==> config.mk <==
export PLATFORM = sky130hd
export DESIGN_NAME = wti_interp
export DESIGN_NICKNAME = d
export VERILOG_FILES = /design/src/design/wti_pkg.sv /design/src/design/wti_interp.sv
export SDC_FILE = /design/constraint.sdc
export NUM_CORES = 2
export LEC_CHECK = 0
export CELL_PAD_IN_SITES_DETAIL_PLACEMENT = 1
export CELL_PAD_IN_SITES_GLOBAL_PLACEMENT = 1
export CORE_ASPECT_RATIO = 0.5
export CORE_UTILIZATION = 40
export DETAILED_ROUTE_END_ITERATION = 8
export DONT_BUFFER_PORTS = 1
export MAX_ROUTING_LAYER = met4
export PLACE_DENSITY_LB_ADDON = 0.1
export REMOVE_ABC_BUFFERS = 1
export SYNTH_ARGS = -nofsm -noshare
export SYNTH_HDL_FRONTEND = slang
export SYNTH_SLANG_ARGS = --single-unit
export TNS_END_PERCENT = 10
==> constraint.sdc <==
create_clock -name clk_i -period 15.78 [get_ports clk_i]
set_clock_uncertainty 0.05 [all_clocks]
set_input_delay 0.789 -clock clk_i [delete_from_list [all_inputs] [get_ports clk_i]]
set_output_delay 0.789 -clock clk_i [all_outputs]
set_load 0.005 [all_outputs]
==> src/design/wti_pkg.sv <==
// ----------------------------------------------------------------------------
// wti_pkg: shared types and constants for the wavetable interpolating reader
// Field widths, register indexes, command and mode codes, pipeline control.
// ----------------------------------------------------------------------------
package wti_pkg;

  // Parameter defaults
  localparam int unsigned DEF_TABLE_ADDR_BITS = 10;
  localparam int unsigned DEF_FRAC_BITS       = 16;
  localparam int unsigned DEF_SAMPLE_BITS     = 16;

  // Fixed field widths
  localparam int unsigned PHASE_BITS      = 32;
  localparam int unsigned ADDR_FIELD_BITS = 10;
  localparam int unsigned OFFSET_BITS     = 26;
  localparam int unsigned CFG_INDEX_BITS  = 2;
  localparam int unsigned CFG_DATA_BITS   = 26;
  localparam int unsigned NUM_BANKS       = 4;

  // Configuration register indexes
  localparam logic [CFG_INDEX_BITS-1:0] CFG_INTERP_MODE      = 2'd0;
  localparam logic [CFG_INDEX_BITS-1:0] CFG_NORMALIZED_PHASE = 2'd1;
  localparam logic [CFG_INDEX_BITS-1:0] CFG_PHASE_OFFSET     = 2'd2;

  // Item commands
  localparam logic CMD_WRITE  = 1'b0;
  localparam logic CMD_LOOKUP = 1'b1;

  // Interpolation modes; the unused code reads as cubic
  typedef enum logic [1:0] {
    MODE_TRUNC  = 2'd0,
    MODE_LINEAR = 2'd1,
    MODE_CUBIC  = 2'd2
  } wti_mode_e;

  // Reset values of the configuration registers
  localparam wti_mode_e             RST_INTERP_MODE      = MODE_LINEAR;
  localparam logic                  RST_NORMALIZED_PHASE = 1'b1;
  localparam logic [OFFSET_BITS-1:0] RST_PHASE_OFFSET    = '0;

  // Control that travels with each item down the pipeline
  typedef struct packed {
    logic      valid;
    logic      lookup;
    logic      eob;
    wti_mode_e mode;
  } wti_ctl_t;

endpackage

==> src/design/wti_interp.sv <==
// ----------------------------------------------------------------------------
// wti_interp: interpolation pipeline
// Six stages: coefficients, first products, two Horner steps, divide-by-6
// prep, then the reciprocal multiply, mode select and saturation.
// ----------------------------------------------------------------------------
module wti_interp import wti_pkg::*; #(
  parameter int unsigned FRAC_BITS   = DEF_FRAC_BITS,
  parameter int unsigned SAMPLE_BITS = DEF_SAMPLE_BITS
) (
  input  logic                                  clk_i,
  input  logic                                  rst_ni,
  input  wti_ctl_t                              ctl_i,
  input  logic [FRAC_BITS-1:0]                  fr_i,
  input  logic [1:0]                            base_lo_i,
  input  logic [NUM_BANKS-1:0][SAMPLE_BITS-1:0] q_i,
  output logic                                  ready_o,
  output logic                                  valid_o,
  input  logic                                  ready_i,
  output logic [SAMPLE_BITS-1:0]                sample_o,
  output logic                                  eob_o
);

  localparam int unsigned SW   = SAMPLE_BITS;
  localparam int unsigned KW   = SW + 4;        // k2, k1
  localparam int unsigned K3W  = SW + 3;
  localparam int unsigned LDW  = SW + 1;        // linear difference
  localparam int unsigned FSW  = FRAC_BITS + 1; // fraction as signed
  localparam int unsigned M1W  = K3W + FSW;
  localparam int unsigned MLW  = LDW + FSW;
  localparam int unsigned S1W  = SW + 5;
  localparam int unsigned M2W  = S1W + FSW;
  localparam int unsigned S2W  = SW + 6;
  localparam int unsigned M3W  = S2W + FSW;
  localparam int unsigned NUMW = M3W + 1;
  localparam int unsigned HW   = NUMW - FRAC_BITS - 1;
  localparam int unsigned YW   = SW + 3;
  localparam int unsigned UW   = SW + 3;

  localparam logic signed [MLW-1:0]  LinRound = MLW'(longint'(1) << (FRAC_BITS - 1));
  localparam logic signed [NUMW-1:0] CubRound = NUMW'(longint'(3) << FRAC_BITS);
  localparam logic signed [HW-1:0]   ClampHi  = HW'((longint'(3) << SW) - 1);
  localparam logic signed [HW-1:0]   ClampLo  = HW'(-(longint'(3) << SW));
  localparam logic signed [HW-1:0]   UOff     = HW'(longint'(3) << SW);
  localparam logic [UW-1:0]          Recip3   = UW'(((longint'(1) << (UW + 1)) + 2) / 3);
  localparam logic signed [YW-1:0]   QBias    = YW'(longint'(1) << SW);
  localparam logic signed [YW-1:0]   SatMax   = YW'((longint'(1) << (SW - 1)) - 1);
  localparam logic signed [YW-1:0]   SatMin   = YW'(-(longint'(1) << (SW - 1)));

  // Stage handshake chain
  wti_ctl_t ctl3_q, ctl4_q, ctl5_q, ctl6_q, ctl7_q, ctl8_q;
  logic     en3, en4, en5, en6, en7, en8;

  assign en8     = !ctl8_q.valid || ready_i;
  assign en7     = !ctl7_q.valid || en8;
  assign en6     = !ctl6_q.valid || en7;
  assign en5     = !ctl5_q.valid || en6;
  assign en4     = !ctl4_q.valid || en5;
  assign en3     = !ctl3_q.valid || en4;
  assign ready_o = en3;

  always_ff @(posedge clk_i or negedge rst_ni) begin
    if (!rst_ni) begin
      ctl3_q <= '0;
      ctl4_q <= '0;
      ctl5_q <= '0;
      ctl6_q <= '0;
      ctl7_q <= '0;
      ctl8_q <= '0;
    end else begin
      if (en3) ctl3_q <= ctl_i;
      if (en4) ctl4_q <= ctl3_q;
      if (en5) ctl5_q <= ctl4_q;
      if (en6) ctl6_q <= ctl5_q;
      if (en7) ctl7_q <= ctl6_q;
      if (en8) ctl8_q <= ctl7_q;
    end
  end

  // Stage 3: line up neighbors, cubic coefficients, linear difference
  logic signed [SW-1:0]  a, b, c, d;
  logic signed [KW-1:0]  ax, bx, cx, dx, k3_full, k2_d, k1_d;
  logic signed [SW-1:0]  b3_q;
  logic signed [K3W-1:0] k3_q;
  logic signed [KW-1:0]  k2_3_q, k1_3_q;
  logic signed [LDW-1:0] ld_q;
  logic [FRAC_BITS-1:0]  fr3_q;

  always_comb begin
    case (base_lo_i)
      2'd0: begin
        a = signed'(q_i[0]); b = signed'(q_i[1]); c = signed'(q_i[2]); d = signed'(q_i[3]);
      end
      2'd1: begin
        a = signed'(q_i[1]); b = signed'(q_i[2]); c = signed'(q_i[3]); d = signed'(q_i[0]);
      end
      2'd2: begin
        a = signed'(q_i[2]); b = signed'(q_i[3]); c = signed'(q_i[0]); d = signed'(q_i[1]);
      end
      default: begin
        a = signed'(q_i[3]); b = signed'(q_i[0]); c = signed'(q_i[1]); d = signed'(q_i[2]);
      end
    endcase
  end

  assign ax = KW'(a);
  assign bx = KW'(b);
  assign cx = KW'(c);
  assign dx = KW'(d);
  // k3 = d - a + 3b - 3c ; k2 = 3a + 3c - 6b ; k1 = 6c - 2a - 3b - d
  assign k3_full = dx - ax + (bx <<< 1) + bx - (cx <<< 1) - cx;
  assign k2_d    = (ax <<< 1) + ax + (cx <<< 1) + cx - (bx <<< 2) - (bx <<< 1);
  assign k1_d    = (cx <<< 2) + (cx <<< 1) - (ax <<< 1) - (bx <<< 1) - bx - dx;

  always_ff @(posedge clk_i) begin
    if (en3) begin
      b3_q   <= b;
      k3_q   <= K3W'(k3_full);
      k2_3_q <= k2_d;
      k1_3_q <= k1_d;
      ld_q   <= LDW'(c) - LDW'(b);
      fr3_q  <= fr_i;
    end
  end

  // Stage 4: k3 * fr and linear difference * fr
  logic signed [FSW-1:0] fr3_s;
  logic signed [M1W-1:0] m1_q;
  logic signed [MLW-1:0] ml_q;
  logic signed [KW-1:0]  k2_4_q, k1_4_q;
  logic signed [SW-1:0]  b4_q;
  logic [FRAC_BITS-1:0]  fr4_q;

  assign fr3_s = signed'({1'b0, fr3_q});

  always_ff @(posedge clk_i) begin
    if (en4) begin
      m1_q   <= M1W'(k3_q) * M1W'(fr3_s);
      ml_q   <= MLW'(ld_q) * MLW'(fr3_s);
      k2_4_q <= k2_3_q;
      k1_4_q <= k1_3_q;
      b4_q   <= b3_q;
      fr4_q  <= fr3_q;
    end
  end

  // Stage 5: s1 = floor(m1 / 2^F) + k2, then s1 * fr; finish linear result
  logic signed [FSW-1:0] fr4_s;
  logic signed [S1W-1:0] s1;
  logic signed [MLW-1:0] ml_rnd;
  logic signed [M2W-1:0] m2_q;
  logic signed [YW-1:0]  ylin5_q;
  logic signed [KW-1:0]  k1_5_q;
  logic signed [SW-1:0]  b5_q;
  logic [FRAC_BITS-1:0]  fr5_q;

  assign fr4_s  = signed'({1'b0, fr4_q});
  assign s1     = S1W'(m1_q >>> FRAC_BITS) + S1W'(k2_4_q);
  assign ml_rnd = ml_q + LinRound;

  always_ff @(posedge clk_i) begin
    if (en5) begin
      m2_q    <= M2W'(s1) * M2W'(fr4_s);
      ylin5_q <= YW'(b4_q) + YW'(ml_rnd >>> FRAC_BITS);
      k1_5_q  <= k1_4_q;
      b5_q    <= b4_q;
      fr5_q   <= fr4_q;
    end
  end

  // Stage 6: s2 = floor(m2 / 2^F) + k1, then s2 * fr
  logic signed [FSW-1:0] fr5_s;
  logic signed [S2W-1:0] s2;
  logic signed [M3W-1:0] m3_q;
  logic signed [YW-1:0]  ylin6_q;
  logic signed [SW-1:0]  b6_q;

  assign fr5_s = signed'({1'b0, fr5_q});
  assign s2    = S2W'(m2_q >>> FRAC_BITS) + S2W'(k1_5_q);

  always_ff @(posedge clk_i) begin
    if (en6) begin
      m3_q    <= M3W'(s2) * M3W'(fr5_s);
      ylin6_q <= ylin5_q;
      b6_q    <= b5_q;
    end
  end

  // Stage 7: round, halve, clamp to a range that saturates alike, bias positive
  logic signed [NUMW-1:0] num;
  logic signed [HW-1:0]   h, hc;
  logic [UW-1:0]          u_q;
  logic signed [YW-1:0]   ylin7_q;
  logic signed [SW-1:0]   b7_q;

  assign num = NUMW'(m3_q) + CubRound;
  assign h   = HW'(num >>> (FRAC_BITS + 1));

  always_comb begin
    if (h > ClampHi) begin
      hc = ClampHi;
    end else if (h < ClampLo) begin
      hc = ClampLo;
    end else begin
      hc = h;
    end
  end

  always_ff @(posedge clk_i) begin
    if (en7) begin
      u_q     <= UW'(hc + UOff);
      ylin7_q <= ylin6_q;
      b7_q    <= b6_q;
    end
  end

  // Stage 8: floor(u / 3) by reciprocal, remove bias, select mode, saturate
  logic [2*UW-1:0]      prod;
  logic [UW-2:0]        q3u;
  logic signed [YW-1:0] ycub, ysel;
  logic [SW-1:0]        sample_q;

  assign prod = (2*UW)'(u_q) * (2*UW)'(Recip3);
  assign q3u  = prod[2*UW-1:UW+1];
  assign ycub = YW'(b7_q) + signed'({1'b0, q3u}) - QBias;

  always_comb begin
    case (ctl7_q.mode)
      MODE_TRUNC:  ysel = YW'(b7_q);
      MODE_LINEAR: ysel = ylin7_q;
      default:     ysel = ycub;
    endcase
  end

  always_ff @(posedge clk_i) begin
    if (en8) begin
      if (ysel > SatMax) begin
        sample_q <= SatMax[SW-1:0];
      end else if (ysel < SatMin) begin
        sample_q <= SatMin[SW-1:0];
      end else begin
        sample_q <= ysel[SW-1:0];
      end
    end
  end

  assign valid_o  = ctl8_q.valid;
  assign eob_o    = ctl8_q.eob;
  assign sample_o = sample_q;

endmodule
=== Word level (Yosys, flattened, before mapping) ===
Cells that the tools add are included.

* $add $sub $neg: 24
* $mul: 5
* $lt $le $gt $ge: 4
* Equality and inequality tests: 3
* Mux-type cells: 8
* Reductions and logical operators: 14

{| class="wikitable"
|+ Operators with widths
! kind !! number
|-
| $pmux W16 S3 || 4
|-
| $add A39 B19 Y40 const B || 1
|-
| $sub A20 B16 Y20 || 2
|-
| $sub A20 B17 Y20 || 2
|-
| $mul A22 B17 Y39 || 1
|-
| $add A18 B17 Y19 || 2
|-
| $mul A21 B17 Y38 || 1
|-
| $mux W19 || 2
|-
| $pmux W19 S2 || 1
|-
| $mul A19 B18 Y37 const B || 1
|-
| $mul A19 B17 Y36 || 1
|-
| $add A34 B17 Y34 const B || 1
|-
| $mul A17 B17 Y34 || 1
|-
| $sub A16 B16 Y17 || 2
|-
| $gt A23 B19 Y1 const B || 1
|-
| $lt A23 B19 Y1 const B || 1
|-
| $add A22 B20 Y22 || 1
|-
| $add A20 B20 Y21 || 1
|-
| $add A19 B16 Y20 || 1
|-
| $sub A19 B17 Y20 || 1
|-
| $sub A20 B18 Y20 || 1
|-
| $add A16 B18 Y19 || 1
|-
| $add A16 B19 Y19 || 1
|-
| $add A18 B16 Y19 || 1
|-
| 14 further kinds || 26
|}

* Register bits: 525
* Bits of input ports: 90
* Output and inout port bits: 19
* Logic and storage cells: 99

=== Logic depth before layout (Yosys ltp) ===
* Word-level depth: 7
* Gate-level depth with buffers: 35
* Depth with buffers taken out: 34

=== Least setup slack after synthesis ===
No wires, ideal clock.

* Kind: reg2reg
* Start: register m2_q[16]
* End: register m3_q[38] (data pin)
* Setup time: 0.261 ns
* Arrival time: 8.344 ns
* Path slack: 7.125 ns
* Cell stages (with the launch flop): 34
* Path buffers: 1
* Period minus slack after synthesis: 8.655 ns
* Cells stage by stage: edfxtp_1 -> ha_1 -> fa_1 -> a21o_1 -> a21oi_1 -> o21bai_1 -> a21oi_1 -> o21ai_0 -> a21oi_1 -> o21bai_1 -> a21oi_1 -> xnor2_1 -> clkbuf_1 -> nand2_1 -> fa_1 -> inv_1 -> fa_1 -> inv_1 -> fa_1 -> fa_1 -> inv_1 -> fa_1 -> fa_1 -> ha_1 -> and3_1 -> a221o_1 -> a221o_1 -> o221a_4 -> a31oi_4 -> a31oi_4 -> a211o_1 -> a31o_1 -> a21oi_2 -> xor2_1

* Cells in the longest elaborated chain, start to end: 2

{| class="wikitable"
|+ Ends and longest elaborated chain
! element !! line !! RTL
|-
| start, declared || wti_interp.sv:150 || <nowiki>logic signed [M2W-1:0] m2_q;</nowiki>
|-
| start signal, assigned || wti_interp.sv:162 || <nowiki>m2_q <= M2W'(s1) * M2W'(fr4_s);</nowiki>
|-
| $add A22 B20 Y22 || wti_interp.sv:178 || <nowiki>assign s2 = S2W'(m2_q >>> FRAC_BITS) + S2W'(k1_5_q);</nowiki>
|-
| $mul A22 B17 Y39 || wti_interp.sv:182 || <nowiki>m3_q <= M3W'(s2) * M3W'(fr5_s);</nowiki>
|-
| end signal, assigned || wti_interp.sv:182 ||
|-
| end, declared || wti_interp.sv:173 || <nowiki>logic signed [M3W-1:0] m3_q;</nowiki>
|}

Every way passes these cells.
A chain may end at the register's enable or synchronous reset.

=== Final worst setup path ===
* Start: register m1_q[16]
* End: register m2_q[37] (data pin)

* Cells in the longest elaborated chain, start to end: 2

{| class="wikitable"
|+ Ends and longest elaborated chain
! element !! line !! RTL
|-
| start, declared || wti_interp.sv:127 || <nowiki>logic signed [M1W-1:0] m1_q;</nowiki>
|-
| start signal, assigned || wti_interp.sv:137 || <nowiki>m1_q <= M1W'(k3_q) * M1W'(fr3_s);</nowiki>
|-
| $add A20 B20 Y21 || wti_interp.sv:157 || <nowiki>assign s1 = S1W'(m1_q >>> FRAC_BITS) + S1W'(k2_4_q);</nowiki>
|-
| $mul A21 B17 Y38 || wti_interp.sv:162 ||
|}

Every way passes these cells.

==> results.cfg <==
[worst_setup_path]
crit_path_max_fanout = 16
crit_top_cell = fa_1
cp.required_ns = 16.13
reg2reg_slack_ns = 5.87
cp-end-kind = flip-flop
r2r_end = m2_q[37]$_DFFE_PP_
start_kind = flip-flop
r2r_start = m1_q[16]$_DFFE_PP_
slowest_stage = fa_1
slowest_delay_ns = 0.55
arrival_ns = 10.26
crit_start = m1_q[16]$_DFFE_PP_
reg2reg_depth = 35
path_class = reg -> reg

[global_routing]
grt_overflow = 0
grt_pass1_wl_um = 333000
grtUsageTotal_pct = 22.5
grt_pass1_vias = 57300
grt_max_degree = 72
antenna_found_initial = 13

[die]
rows = 114
die_area_mm2 = 0.199
die_h_um = 316
start_util_pct = 40.6
io_pins = 109
die_x_um = 630
core_mm2 = 0.195

[synth]
muxShareOfSynthArea_pct = 1.21
synth_flop_cell = edfxtp_1
synth_compound_area_share_pct = 5.15
yosys.area.top_type = fa_1
synthSimpleGateAreaFrac_pct = 11.9
synth.cell_area_mm2 = 0.0789
ys_seq_area_share_pct = 17.4
synth-edff-count = 440
synth_most_common_cell = inv_1
yosysWarnings = 0
async_reset_ff_share_pct = 4.76
yosysTopAreaCellShare_pct = 39.5
ys_seq_elements = 462
avgSynthCellArea_um2 = 10.0
yosys.area_share.adder_pct = 50.8
synthesis.instances = 7872
synthTopCellsByArea = fa_1, edfxtp_1, ha_1
synth_top_family_by_area = adder cells
synth_cell_types = 81
synth_xor_area_share_pct = 2.96
ys_top_cells_by_count = inv_1, fa_1, nand2_1

[run]
maxCapViolCount = 0

[sta]
slew_headroom_pct = 23.6
rsz0062_at_grt = no
setup_tns_ns = 0
worst_slew_pin_slew_ns = 1.15
holdWs_ns = 0.146
setup_ws_ns = 5.87
post-route-period-util_pct = 62.8
hold_viol = 0
drv_slew = 0
setup_viol_count_final = 0
fmax_mhz = 101
layout_min_cycle_time_ns = 9.91

[drt]
route.detailed.drc = 0
ant_nets = 0
viasPerCell = 4.92
dr.pass1.iters = 4
drt_iter0_drc = 2281
wl_um = 210000
wl_per_cell_um = 20.1
vias = 51500

[clock_network]
cts_made_buffers = 51
cts.sinks = 462
cts_tree = built
cts-htree-levels = 2
clockRootBuffer = clkbuf_16
clk_path_buf_depth = 3
clk_pin_slew_ns = 0.06
clk_latency_ns = 0.68
cts-resized-gates = 0

[worst_hold_path]
hold_path.class = in -> reg
whs_path_depth = 0
hold_end = fr3_q[9]$_DFFE_PP_
min-delay-start = fr_i[9]

[cells_and_area]
final_cells = 10500
fin_nets = 10200
area_delta_synth_final_pct = 6.31
drive_above_1_share_pct = 3.84
fillers = 21900

[place]
dp.cells = 10400
place.gp.congestion = 0.863
dp_hpwl_um = 167000
io_buffers = 0
place_ws_ns = 5.91

[outcome]
status = finished clean
stage by stage:
step	utilization, %	area [um2]
final	43.1	83900
after detailed placement	42.2	82200
after global routing	43.1	83900
after floorplan	-	78000
after CTS	43.1	83900
after global placement	42.2	82200
flip-flops by register name, summed over array words and instances (netlist names), 17 cells and up:
name and cells:
k1_3_q 20, k1_4_q 20, k1_5_q 20, k2_3_q 20, k2_4_q 20, k3_q 19
ld_q 17, m1_q 20, m2_q 22, m3_q 23, ml_q 19, u_q 19
ylin5_q 19, ylin6_q 19, ylin7_q 19
cell type report:
class | count | area (um2) | area share (%)
Inverter | 1980 | 7430 | 8.86
Timing Repair Buffer | 113 | 851 | 1.01
Clock inverter | 30 | 297 | 0.353
Antenna cell | 6 | 15.0 | 0.0179
Multi-Input combinational cell | 5189 | 56900 | 67.8
Clock buffer | 66 | 1410 | 1.67
Sequential cell | 462 | 13800 | 16.4
Tap cell | 2610 | 3270 | 3.89
cell usage in the layout (no fill, tap or decap), types with 26 or more instances in the layout:
cell,n
o21a_1,65
buf_4,112
o21bai_1,26
ha_1,714
or2_2,34
nand3_1,77
nand2_1,881
mux2_2,44
nor2_1,176
nor3_1,52
xor2_1,70
fa_1,1556
nor2b_1,40
inv_1,1977
mux2i_1,46
o21ai_0,126
clkbuf_16,53
and3_1,47
edfxtp_1,440
a21o_1,69
xnor2_1,194
and2_1,529
a21oi_1,180
worst max-delay path: cells and delay by family (launching register included):
family                     cells  cell delay [ns]
DFF                            1             0.37
buffers and inverters          6             0.60
xor gates and xnor gates       2             0.23
AOI/OAI and AO/OA             13             3.82
and+or+nand+nor                5             0.53
adders and majority gates      9             4.01
layer usage:
layer  global-route usage, %  up-vias  wire length [um]
met5                       -        -                 0
met4                    3.86        0              3580
met3                    2.47      162              7510
met2                    36.4      648             97700
met1                    31.1    26900            101000
li1                        -    23700                 -
how the worst max path moves through the flow:
| stage | endpoint | slack, ns | depth (start not counted) |
|---|---|---|---|
| floorplan | m3_q[38]$_DFFE_PP_ | 7.12 | 28 |
| global placement | m2_q[37]$_DFFE_PP_ | 5.97 | 35 |
| detailed placement | m2_q[37]$_DFFE_PP_ | 5.91 | 35 |
| CTS | m2_q[37]$_DFFE_PP_ | 5.87 | 35 |
| global route | m2_q[37]$_DFFE_PP_ | 5.38 | 35 |
| finish | m2_q[37]$_DFFE_PP_ | 5.87 | 35 |
logic make-up (layout without fill, tap and decap cells):
group	Yosys count	after routing
AO/OA/AOI/OAI	623	623
XOR/XNOR	267	267
adder cells (fa/ha/maj)	2270	2270
buffers and inverters	2221	2189
flip-flops	462	462
multiplexers	90	90
other	0	6
AND/OR/NAND/NOR	1939	1939
what timing repair did:
action                                 CTS  global route
hold buffers                             1             0
setup buffers                            0             0
endpoints found under the hold margin   22             0
Power is left out: the tool's default activity adds up to more than one toggle a clock period on the data nets, which glitch-free logic cannot reach.
