**src/design/wti_pkg.sv**
```systemverilog
// ----------------------------------------------------------------------------
// wti_pkg: shared types and constants for the wavetable interpolating reader
// Field widths, register indexes, command and mode codes, pipeline control.
// ----------------------------------------------------------------------------
package wti_pkg;

  // Parameter defaults
  localparam int unsigned DEF_TABLE_ADDR_BITS = 10;
  localparam int unsigned DEF_FRAC_BITS       = 16;
  localparam int unsigned DEF_SAMPLE_BITS     = 16;

  // Fixed field widths
  localparam int unsigned PHASE_BITS      = 32;
  localparam int unsigned ADDR_FIELD_BITS = 10;
  localparam int unsigned OFFSET_BITS     = 26;
  localparam int unsigned CFG_INDEX_BITS  = 2;
  localparam int unsigned CFG_DATA_BITS   = 26;
  localparam int unsigned NUM_BANKS       = 4;

  // Configuration register indexes
  localparam logic [CFG_INDEX_BITS-1:0] CFG_INTERP_MODE      = 2'd0;
  localparam logic [CFG_INDEX_BITS-1:0] CFG_NORMALIZED_PHASE = 2'd1;
  localparam logic [CFG_INDEX_BITS-1:0] CFG_PHASE_OFFSET     = 2'd2;

  // Item commands
  localparam logic CMD_WRITE  = 1'b0;
  localparam logic CMD_LOOKUP = 1'b1;

  // Interpolation modes; the unused code reads as cubic
  typedef enum logic [1:0] {
    MODE_TRUNC  = 2'd0,
    MODE_LINEAR = 2'd1,
    MODE_CUBIC  = 2'd2
  } wti_mode_e;

  // Reset values of the configuration registers
  localparam wti_mode_e             RST_INTERP_MODE      = MODE_LINEAR;
  localparam logic                  RST_NORMALIZED_PHASE = 1'b1;
  localparam logic [OFFSET_BITS-1:0] RST_PHASE_OFFSET    = '0;

  // Control that travels with each item down the pipeline
  typedef struct packed {
    logic      valid;
    logic      lookup;
    logic      eob;
    wti_mode_e mode;
  } wti_ctl_t;

endpackage

```
**src/design/wti_pos.sv**
```systemverilog
// ----------------------------------------------------------------------------
// wti_pos: configuration registers and position stage
// Holds the mode/phase registers and turns a lookup phase into a wrapped
// table index and fraction; registers write items for the table stage.
// ----------------------------------------------------------------------------
module wti_pos import wti_pkg::*; #(
  parameter int unsigned TABLE_ADDR_BITS = DEF_TABLE_ADDR_BITS,
  parameter int unsigned FRAC_BITS       = DEF_FRAC_BITS,
  parameter int unsigned SAMPLE_BITS     = DEF_SAMPLE_BITS
) (
  input  logic                       clk_i,
  input  logic                       rst_ni,
  // config write channel
  input  logic                       cfg_valid_i,
  output logic                       cfg_ready_o,
  input  logic [CFG_INDEX_BITS-1:0]  cfg_index_i,
  input  logic [CFG_DATA_BITS-1:0]   cfg_data_i,
  // incoming item
  input  logic                       valid_i,
  output logic                       ready_o,
  input  logic                       command_i,
  input  logic [PHASE_BITS-1:0]      phase_i,
  input  logic [ADDR_FIELD_BITS-1:0] table_addr_i,
  input  logic [SAMPLE_BITS-1:0]     table_data_i,
  input  logic                       eob_i,
  // stage 1 outputs
  input  logic                       nxt_ready_i,
  output wti_ctl_t                   ctl_o,
  output logic [TABLE_ADDR_BITS-1:0] idx_o,
  output logic [FRAC_BITS-1:0]       fr_o,
  output logic [TABLE_ADDR_BITS-1:0] waddr_o,
  output logic [SAMPLE_BITS-1:0]     wdata_o
);

  localparam int unsigned PosW = TABLE_ADDR_BITS + FRAC_BITS;

  wti_mode_e              mode_q;
  logic                   norm_q;
  logic [OFFSET_BITS-1:0] offset_q;

  wti_ctl_t                   ctl_q;
  logic [TABLE_ADDR_BITS-1:0] idx_q, waddr_q;
  logic [FRAC_BITS-1:0]       fr_q;
  logic [SAMPLE_BITS-1:0]     wdata_q;

  logic [PosW-1:0] norm_pos, raw_pos, pos;
  logic            load;

  // Config registers, always ready
  assign cfg_ready_o = 1'b1;

  always_ff @(posedge clk_i or negedge rst_ni) begin
    if (!rst_ni) begin
      mode_q   <= RST_INTERP_MODE;
      norm_q   <= RST_NORMALIZED_PHASE;
      offset_q <= RST_PHASE_OFFSET;
    end else if (cfg_valid_i) begin
      case (cfg_index_i)
        CFG_INTERP_MODE:      mode_q   <= wti_mode_e'(cfg_data_i[1:0]);
        CFG_NORMALIZED_PHASE: norm_q   <= cfg_data_i[0];
        CFG_PHASE_OFFSET:     offset_q <= cfg_data_i[OFFSET_BITS-1:0];
        default: ;
      endcase
    end
  end

  // Position: scale cycle fraction to table positions when normalized, add offset, wrap
  assign norm_pos = PosW'({phase_i, {TABLE_ADDR_BITS{1'b0}}} >> (PHASE_BITS - FRAC_BITS));
  assign raw_pos  = PosW'(phase_i);
  assign pos      = (norm_q ? norm_pos : raw_pos) + PosW'(offset_q);

  // Stage 1 handshake
  assign load    = !ctl_q.valid || nxt_ready_i;
  assign ready_o = load;

  always_ff @(posedge clk_i or negedge rst_ni) begin
    if (!rst_ni) begin
      ctl_q <= '0;
    end else if (load) begin
      ctl_q.valid  <= valid_i;
      ctl_q.lookup <= (command_i == CMD_LOOKUP);
      ctl_q.eob    <= eob_i;
      ctl_q.mode   <= mode_q;
    end
  end

  always_ff @(posedge clk_i) begin
    if (load) begin
      idx_q   <= pos[PosW-1:FRAC_BITS];
      fr_q    <= pos[FRAC_BITS-1:0];
      waddr_q <= TABLE_ADDR_BITS'(table_addr_i);
      wdata_q <= table_data_i;
    end
  end

  assign ctl_o   = ctl_q;
  assign idx_o   = idx_q;
  assign fr_o    = fr_q;
  assign waddr_o = waddr_q;
  assign wdata_o = wdata_q;

endmodule

```
**config.mk**
```make
export PLATFORM = sky130hd
export DESIGN_NAME = wti_pos
export DESIGN_NICKNAME = d
export VERILOG_FILES = /design/src/design/wti_pkg.sv /design/src/design/wti_pos.sv
export SDC_FILE = /design/constraint.sdc
export NUM_CORES = 1
export LEC_CHECK = 0
export BUFFER_PORTS_ARGS = -buffer_cell sky130_fd_sc_hd__buf_2
export CAP_MARGIN = 20
export CORE_UTILIZATION = 50
export CTS_BUF_LIST = sky130_fd_sc_hd__clkbuf_4 sky130_fd_sc_hd__clkbuf_8
export DETAILED_ROUTE_END_ITERATION = 6
export PLACE_DENSITY = 0.79
export SYNTH_ARGS = -nofsm -noshare
export SYNTH_HDL_FRONTEND = slang
export SYNTH_SLANG_ARGS = --single-unit
```
**constraint.sdc**
```tcl
create_clock -name clk_i -period 4.12 [get_ports clk_i]
set_clock_uncertainty 0.05 [all_clocks]
set_input_delay 0.618 -clock clk_i [delete_from_list [all_inputs] [get_ports clk_i]]
set_output_delay 0.618 -clock clk_i [all_outputs]
set_load 0.05 [all_outputs]
```
---- After elaboration in Yosys (flattened, before gate mapping) ----
Index checks and enable logic that the tools add are counted.
word-level totals
  word-level logic and storage cells ...... 21
  bits of input ports ..................... 93
  register bits ........................... 86
  output and inout bits ................... 59
cells by class
  reductions and logical operators ........ 6
  muxes and demuxes ....................... 1
  equal/unequal tests ..................... 2
  $add $sub $neg .......................... 1
operators by type and width
  kind                number
  $add 26x26->26      1
  $mux 26             1
  $reduce_and 2->1    3
  $eq 2x1->1 const B  1
  $eq 2x2->1 const B  1
  $logic_not 2->1     1
  $logic_not 1->1     1
  $logic_or 1x1->1    1

---- Logic depth before layout (Yosys ltp) ----
Gate-level depths: netlist (run 1).
  depth after elaboration ................. 2
  depth in mapped cells ................... 13

---- Least setup slack after synthesis (run 1) ----
OpenSTA, ideal clock, no wires.
  path type ............................... flip-flop to flip-flop
  start point ............................. reg norm_q
  end point ............................... reg idx_q[7], in the netlist idx_o[7], data pin
  slack ................................... 0.651 ns
  cell stages (with the launch flop) ...... 13
  setup time .............................. 0.265 ns
  clock period less this slack ............ 3.469 ns
  arrival time ............................ 3.154 ns
  path buffers ............................ 3
  cells stage by stage .................... dfstp_2 clkbuf_1 buf_1 mux2_2 ha_1 buf_4 a21oi_1 o221ai_2 a21oi_2 nor4_4 o41ai_4 or3_1 nand3_1
between the ends
  longest elaborated chain between the ends .. 2
RTL lines
  what                    line           RTL
  start, declared         wti_pos.sv:38  logic norm_q;
  start signal, assigned  wti_pos.sv:60  CFG_NORMALIZED_PHASE: norm_q <= cfg_data_i[0];
  $mux 26                 wti_pos.sv:70  assign pos = (norm_q ? norm_pos : raw_pos) + PosW'(offset_q);
  $add 26x26->26          wti_pos.sv:70
  net pos[23]             wti_pos.sv:46  logic [PosW-1:0] norm_pos, raw_pos, pos;
  end signal, assigned    wti_pos.sv:89  idx_q <= pos[PosW-1:FRAC_BITS];
  end, declared           wti_pos.sv:42  logic [TABLE_ADDR_BITS-1:0] idx_q, waddr_q;
The timed path passes the listed nets, and every way through them passes these cells.
A chain may end at the register's enable or synchronous reset.

---- Worst setup path in the final report (run 1) ----
  start point ............................. reg norm_q
  end point ............................... reg idx_q[8], in the netlist idx_o[8], data pin
The elaborated chain is that of the path after synthesis.

==> metrics.md, run 1 <==
| Metric | Value |
|---|---|
| Gate Count Post-Synth | `around 350` |
| YS warnings | `0` |
| Vias in the first global route | `3,243` |
| Adder-cell share of the synthesized area | `7.340%` |
| Largest net degree at the start of global routing | `just under 60` |
| Global-route wire length before repair | `16,200 um` |
| Worst skew pair latency | `0.35 ns` |
| FF+latch area | `roughly 0.0024 sq mm` |
| Depth of the most critical reg-to-reg path | `10` |
| Ys async rst share | `39.53%` |
| Initial antenna violation count | `0` |
| Cell taking the most area after synthesis | `edfxtp_1` |
| Layout cells sized above 1 | `48.12%` |
| Final hold slack | `0.2680 ns` |
| Gr usage total | `21.70%` |
| Post-synth top area share | `between 30% and 40%` |
| Clock Tree Buf Depth | `2` |
| Simple-gate portion of the synthesized area | `6.347%` |
| Worst IR Drop VDD | `0.2913 mV` |
| Static leakage | `2.505 nW` |
| Drt pass-1 iters | `4` |
| Mean Syn Cell Area | `roughly 13 sq um` |
| Main synth FF type | `edfxtp_1` |
| Mux contribution to synthesized area | `14.82%` |
| Post-synthesis register bit count | `86` |
| Top post-synthesis cells by area | `edfxtp_1 (34%), dfrtp_1 (18%), mux2_2 (14%)` |
| Worst Setup Start Kind | `flop` |
| Syn Std Cell Area | `0.004534 sq mm` |
| RSZ-0062 raised after global routing | `no` |
| Reg clk slew, reported paths | `0.09 ns` |
| Largest family of logic cells by synthesized area | `multiplexers` |
| Critical Path Fanout Max | `20` |
| Setup bufs post-CTS | `0` |
| Clock Tree Root | `clkbuf_8` |
| DRC Markers | `0` |
| Die area | `0.009454 sq mm` |
| Congestion Overflow GR | `0` |
| Gpl congestion | `approximately 0.94` |
| Die width | `97.23 um` |
| Starting density of the core | `51.74%` |
| Final design utilization | `63.35%` |
| Register area share after synthesis | `53.26%` |
| Final setup TNS | `0 ns` |
| Die Span Y | `97.23 um` |
| Cts hold-fix bufs | `0` |
| Core ar. | `0.008763 sq mm` |
| Cts repair resizes | `0` |
| Reg2Reg Setup Slack | `slightly above 0.7 ns` |
| Pin slew with the least headroom to its limit | `0.7348 ns` |
| Worst Setup End Kind | `flop` |
| Post-synthesis cell type count | `56` |
| FP Rows | `34` |
| P per Cell Area | `622.0 mW/mm^2` |
| CTS tree | `done` |
| Hold Vio Cnt, Final | `0` |
| Via density | `5.427` |
| Max Clock Freq | `0.2939 GHz` |
| Hold Crit Class | `input pin to asynchronous set/reset pin` |
| Reg-to-Reg End | `idx_o[8]$_DFFE_PP_` |
| Maxcap violations | `0` |
| FILL cells | `717` |
| Run status | `finished clean` |
| Post-route ant nets | `0` |
| Port buffer count | `150` |
| Required @ worst endpoint | `4.18 ns` |
| CTS H-tree depth | `3` |
| Number of synthesized flops with an enable pin | `52` |
| Pins Over Slew Limit | `0` |
| Vias post-DR | `3,327` |
| Post-route setup slack | `0.7172 ns` |
| Reg2reg start | `norm_q$_DFFE_PN1P_` |
| Synth Area in XOR/XNOR | `4.056%` |
| Post-synthesis compound-gate area fraction | `11.48%` |
| Post-synthesis net count | `~470` |
| Final count of negative-setup-slack endpoints | `0` |
| Total CTS buffers | `9` |
| Dpl hpwl | `7817 um` |
| Area of the multi-input gates | `0.002003 sq mm` |
| Starting DRT DRC Count | `181` |
| Nets@finish | `619` |
| Final wirelength | `9919 um` |
| Post-layout min period | `between 3 and 4 ns` |
| Synth-to-Final Area Change | `22.43%` |
| Avg WL per Cell | `16.18 um` |
| Final period util | `82.59%` |
| Pre-CTS WS | `0.7733 ns` |
| Crit Path Category | `flop to flop` |
| I/O Pins | `roughly 150` |
| Clk sink count | `86` |
| Ant diodes | `0` |
| Slew margin rel. | `51.01%` |
| Arrival @ worst endpoint | `3.46 ns` |
==> cell usage in the layout (no fill, tap or decap), types with 3 or more instances in the layout <==
cell,instances
inv_6,3
and3_1,3
a21o_1,9
nand4_1,4
nand2_1,18
mux2_2,57
mux2i_1,3
buf_2,150
a21oi_1,21
dfrtp_1,32
nor2_1,15
inv_1,12
clkbuf_8,9
o31ai_1,3
buf_4,3
xor2_1,7
o211ai_1,3
ha_1,25
xnor2_1,14
o21ai_0,13
nand3_1,3
edfxtp_1,52
==> kinds of logic after synthesis <==
group / Yosys count
fa+ha+maj: 26
compound gates: 74
xor+xnor: 21
other cells: 1
buf+inv: 24
simple gates: 56
mux: 60
flops: 86
==> cells in the mapped netlist (all sizes together), types with 2 or more instances <==
cell,number
o31ai,3
o21a,2
a21o,10
edfxtp,52
mux2,57
nand4,4
a31o,2
ha,25
xnor2,14
o21ai,15
clkbuf,7
nand3,4
nand2b,2
mux2i,3
nand2,18
and2,2
dfrtp,32
nand3b,2
buf,5
a31oi,3
a21oi,23
dfstp,2
inv,12
o211ai,3
xor2,7
and3,3
nor2,15
o21bai,2
==> worst max-delay path: stages, from the launching register on <==
cell and delay, ns:
dfstp_2 0.83, buf_4 0.26, mux2_2 0.35, ha_1 0.37
a21o_1 0.19, a21o_1 0.16, a21oi_1 0.30, nand2_1 0.14
o31ai_1 0.29, a31oi_1 0.08, o311a_1 0.14
==> registers in the layout (all words and copies together), names as in the netlist <==
| name | cells |
|---|---|
| wdata_o | 16 |
| waddr_o | 10 |
| idx_o | 10 |
| ctl_o | 5 |
| mode_q | 2 |
| norm_q | 1 |
| fr_o | 16 |
| offset_q | 26 |
==> worst max-delay path by stage <==
stage | startpoint | endpoint | slack [ns] | cells past startpoint
2_1_floorplan | norm_q$_DFFE_PN1P_ | idx_o[7]$_DFFE_PP_ | 0.65 | 12
3_3_place_gp | norm_q$_DFFE_PN1P_ | fr_o[15]$_DFFE_PP_ | 0.84 | 10
3_5_place_dp | norm_q$_DFFE_PN1P_ | idx_o[8]$_DFFE_PP_ | 0.77 | 10
4_1_cts | norm_q$_DFFE_PN1P_ | idx_o[8]$_DFFE_PP_ | 0.77 | 10
5_1_grt | norm_q$_DFFE_PN1P_ | fr_o[15]$_DFFE_PP_ | 0.46 | 10
6_report | norm_q$_DFFE_PN1P_ | idx_o[8]$_DFFE_PP_ | 0.72 | 10
==> cell type report <==
type	instances	share of cell area, %
sequential	86	43.50
inverter	12	0.8114
clock inverter	7	1.014
timing repair buffer	153	13.93
tap	108	2.434
clock buffer	9	2.231
multi-input combinational	238	36.08
==> layer usage <==
metal  track usage (%)  up-vias  routed length, um
met5                 0        -                  0
met4             7.692        0                195
met3             4.460       17                524
met2             32.94      122               4576
met1             31.04     1585               4622
li1                  -     1603                  -
==> through the flow <==
stage / power, mW / instances / instance area [sq um]
6_report: 3.453 / 613 / 5552
5_1_grt: 3.642 / 613 / 5552
4_1_cts: 3.466 / 613 / 5552
3_5_place_dp: 2.913 / 597 / 5371
3_3_place_gp: 2.890 / 597 / 5371
2_1_floorplan: 2.559 / 348 / 4534
==> power by group <==
group / internal (mW) / switching [mW]
Combinational: 0.537 / 1.10
Clock: 0.228 / 0.323
Sequential: 1.18 / 0.0829
Total: 1.94 / 1.51
No activity file was read; power rests on OpenSTA's default activity.
==> inputs of run 2 (changes only) <==
--- a/config.mk
+++ b/config.mk
@@ -5,12 +5,13 @@
 export SDC_FILE = /design/constraint.sdc
 export NUM_CORES = 1
 export LEC_CHECK = 0
+export ABC_AREA = 1
 export BUFFER_PORTS_ARGS = -buffer_cell sky130_fd_sc_hd__buf_2
 export CAP_MARGIN = 20
-export CORE_UTILIZATION = 50
+export CORE_UTILIZATION = 48
 export CTS_BUF_LIST = sky130_fd_sc_hd__clkbuf_4 sky130_fd_sc_hd__clkbuf_8
 export DETAILED_ROUTE_END_ITERATION = 6
-export PLACE_DENSITY = 0.79
+export PLACE_DENSITY = 0.78
 export SYNTH_ARGS = -nofsm -noshare
 export SYNTH_HDL_FRONTEND = slang
 export SYNTH_SLANG_ARGS = --single-unit
==> constraint.sdc (replaced) <==
create_clock -name clk_i -period 2.78 [get_ports clk_i]
set_clock_uncertainty 0.05 [all_clocks]
set_input_delay 0.417 -clock clk_i [delete_from_list [all_inputs] [get_ports clk_i]]
set_output_delay 0.417 -clock clk_i [all_outputs]
set_load 0.05 [all_outputs]
==> run 2 against run 1 <==
Net effect: register-to-register slack got worse by 0.56 ns; setup slack lost 0.56 ns; count of clock-buffer cells in the layout up 1; final cell count increased by 41%; sequential power rose by 46%; total power grew 50%; routed wire length up 21%; hold slack got worse by 0.20 ns; area after synthesis grew 10%; critical path type unchanged; highest routed layer unchanged.
==> metrics.md, run 2 <==
| Metric | Value |
|---|---|
| Run status | `finished clean (unchanged)` |
| FP Rows | `36 (was 34)` |
| Top-count cell post-synth | `nand2_1 (was mux2_2)` |
| Ant diodes | `0 (unchanged)` |
| Gate Count Post-Synth | `566 (was 348)` |
| Worst Setup Start Kind | `flop (unchanged)` |
| Max Clock Freq | `0.3818 GHz (was 0.2939 GHz)` |
| Reg clk slew, reported paths | `0.09 ns (about the same)` |
| Maxcap violations | `0 (unchanged)` |
| Worst skew pair latency | `0.36 ns (was 0.35 ns)` |
| Initial antenna violation count | `0 (unchanged)` |
| Static leakage | `3.166 nW (was 2.505 nW)` |
| Final wirelength | `11,970 um (was 9919 um)` |
| Post-synthesis cell type count | `36 (was 56)` |
| Main synth FF type | `edfxtp_1 (unchanged)` |
| Die width | `104.1 um (was 97.23 um)` |
| Largest net degree at the start of global routing | `35 (was 58)` |
| Gr usage total | `23.42% (was 21.70%)` |
| Cell taking the most area after synthesis | `edfxtp_1 (unchanged)` |
| Syn Std Cell Area | `0.005004 sq mm (was 0.004534 sq mm)` |
| Port buffer count | `150 (unchanged)` |
| Hold Crit Class | `input pin to asynchronous set/reset pin (unchanged)` |
| Largest Register | `offset_q (unchanged)` |
| I/O Pins | `152 (unchanged)` |
| Pins Over Slew Limit | `0 (unchanged)` |
| Worst Setup End Kind | `flop (unchanged)` |
| Dpl hpwl | `9993 um (was 7817 um)` |
| Nets@finish | `843 (was 619)` |
| Die area | `0.01084 sq mm (was 0.009454 sq mm)` |
| Max reg flops | `26 (unchanged)` |
| Final setup TNS | `0 ns (unchanged)` |
| Reg2Reg Setup Slack | `0.16 ns (was 0.72 ns)` |
| Layout cells sized above 1 | `30.59% (was 48.12%)` |
| Total power | `5.178 mW (was 3.453 mW)` |
| Die Span Y | `104.1 um (was 97.23 um)` |
| FF+latch area | `0.002415 sq mm (unchanged)` |
| Ys async rst share | `39.53% (unchanged)` |
| Critical Path Fanout Max | `14 (was 20)` |
| Cts hold-fix bufs | `0 (unchanged)` |
| Starting DRT DRC Count | `143 (was 181)` |
| Commonest non-fill, non-tap cell in the layout | `nand2_1 (was buf_2)` |
| Final count of negative-setup-slack endpoints | `0 (unchanged)` |
| CTS tree | `done (unchanged)` |
| Arrival @ worst endpoint | `2.68 ns (was 3.46 ns)` |
| Post-route ant nets | `0 (unchanged)` |
| Slew margin rel. | `50.32% (was 51.01%)` |
| Congestion Overflow GR | `0 (unchanged)` |
| Core ar. | `0.009955 sq mm (was 0.008763 sq mm)` |
| Post-synth top area share | `31.21% (was 34.44%)` |
| Top cells by count, synth | `nand2_1 (160), inv_1 (88), edfxtp_1 (52), nor2_1 (36), dfrtp_1 (32) (was mux2_2 (57), edfxtp_1 (52), dfrtp_1 (32), ha_1 (25), a21oi_1 (21))` |
| Number of synthesized flops with an enable pin | `52 (unchanged)` |
| Total CTS buffers | `9 (unchanged)` |
| Top post-synthesis cells by area | `edfxtp_1 (31%), dfrtp_1 (16%), nand2_1 (12%) (was edfxtp_1 (34%), dfrtp_1 (18%), mux2_2 (14%))` |
| CTS H-tree depth | `3 (unchanged)` |
| Drt pass-1 iters | `5 (was 4)` |
| Post-synthesis register bit count | `86 (unchanged)` |
| Synth-to-Final Area Change | `21.91% (was 22.43%)` |
| Global-route wire length before repair | `20,080 um (was 16,200 um)` |
| P per Cell Area | `848.9 mW/mm^2 (was 622.0 mW/mm^2)` |
| Avg WL per Cell | `13.89 um (was 16.18 um)` |
| Worst IR Drop VDD | `0.4055 mV (was 0.2913 mV)` |
| Clk sink count | `86 (unchanged)` |
| Crit Path Category | `flop to flop (unchanged)` |
| Area of the multi-input gates | `0.002215 sq mm (was 0.002003 sq mm)` |
| Vias in the first global route | `4,232 (was 3,243)` |
| RSZ-0062 raised after global routing | `no (unchanged)` |
| Via density | `4.971 (was 5.427)` |
| Register area share after synthesis | `48.26% (was 53.26%)` |
| Starting density of the core | `50.26% (was 51.74%)` |
| Clock Tree Root | `clkbuf_8 (unchanged)` |
| DRC Markers | `0 (unchanged)` |
| Pin slew with the least headroom to its limit | `0.7452 ns (was 0.7348 ns)` |
| Post-layout min period | `2.619 ns (was 3.403 ns)` |
| Mean Syn Cell Area | `8.840 sq um (was 13.03 sq um)` |
| Required @ worst endpoint | `2.84 ns (was 4.18 ns)` |
| YS warnings | `0 (unchanged)` |
| Gpl congestion | `0.8830 (was 0.9394)` |
| Vias post-DR | `4,285 (was 3,327)` |
| Clock Tree Buf Depth | `2 (unchanged)` |
| FILL cells | `899 (was 717)` |
| Post-synthesis net count | `685 (was 467)` |
| Final period util | `94.22% (was 82.59%)` |
| Hold Vio Cnt, Final | `0 (unchanged)` |
| Most frequent cells in the layout | `nand2_1 (159), buf_2 (150), inv_1 (88), edfxtp_1 (52), nor2_1 (36) (was buf_2 (150), mux2_2 (57), edfxtp_1 (52), dfrtp_1 (32), ha_1 (25))` |
run 2: cell count changes in the layout (fill, tap and decap cells not counted), moves of 9 or more:
cell	change
nand2_1	+141
inv_1	+76
mux2_2	-33
nor2_1	+21
nand3_1	+19
xnor2_1	-10
nand2_2	+9
run 2: final timing paths:
kind	endpoint	startpoint	cells after the start
max	idx_o[6]$_DFFE_PP_	norm_q$_DFFE_PN1P_	10
min	offset_q[18]$_DFFE_PN0P_	rst_ni	1
max reg2reg	idx_o[6]$_DFFE_PP_	norm_q$_DFFE_PN1P_	10
min reg2reg	mode_q[0]$_DFFE_PN1P_	mode_q[0]$_DFFE_PN1P_	2
max in group asynchronous	offset_q[0]$_DFFE_PN0P_	rst_ni	1
min in group clk_i	waddr_o[1]$_DFFE_PP_	table_addr_i[1]	1
run 2: final cells by class:
class                   count  area share (%)
repair buffers            156           13.11
clock inverters             6          0.6359
well taps                 133           2.728
flip-flops and latches     86           39.59
inverters                  89           5.477
multi-input cells         382           36.31
clock buffers              10           2.154
run 2: metrics by stage:
step	cells	hold WS, ns	util [%]	area [sq um]	worst slack, ns
6_report	862	0.06816	61.27	6100	0.1608
5_1_grt	862	0.1305	61.27	6100	0.003176
4_1_cts	862	0.08324	61.24	6096	0.1966
3_5_place_dp	846	0.4318	59.53	5926	0.2029
3_3_place_gp	846	0.4159	59.53	5926	0.2637
2_1_floorplan	566	0.07141	-	5006	0.1523
run 2: critical path: stages, from the launching register on:
cell and delay (ns):
dfstp_2 0.64, buf_4 0.22, buf_4 0.16, o21ai_0 0.10, ha_1 0.38, a21oi_1 0.27, o21ai_0 0.14, a21oi_1 0.19
nand3_1 0.10, nand2_1 0.07, nand2_1 0.05
run 2: layer usage:
layer  GRT usage [%]  vias up  part of all wire, %  wire length (um)
met4           7.041        0                  1.3               161
met1           31.74     1961                   48              5726
met2           38.76      163                   45              5418
li1                -     2149                    -                 -
met5               0        -                    0                 0
met3           3.571       12                  5.6               666
run 2: logic make-up (layout without fill, tap and decap cells):
group,Yosys count,in the layout,share of synthesized area [%]
AOI/OAI and AO/OA,56,56,6.027
and+or+nand+nor,255,255,22.26
buffers and inverters,98,261,7.527
adders and majority gates,26,26,6.652
DFF,86,86,48.26
xor gates and xnor gates,14,14,2.450
muxes,30,30,6.752
other,1,1,0.07495
run 2: repair_timing:
item                       CTS  global route
setup endpoints to repair    0             3
resized for setup            0             1
hold endpoints to repair     0             0
setup buffers                0             0
run 2: where the power goes:
group	switching, mW	total [mW]	leakage, nW	internal [mW]
Combinational	1.83	2.57	2.15	0.742
Sequential	0.108	1.84	0.926	1.73
Clock	0.443	0.774	0.0855	0.331
Total	2.38	5.18	3.17	2.80
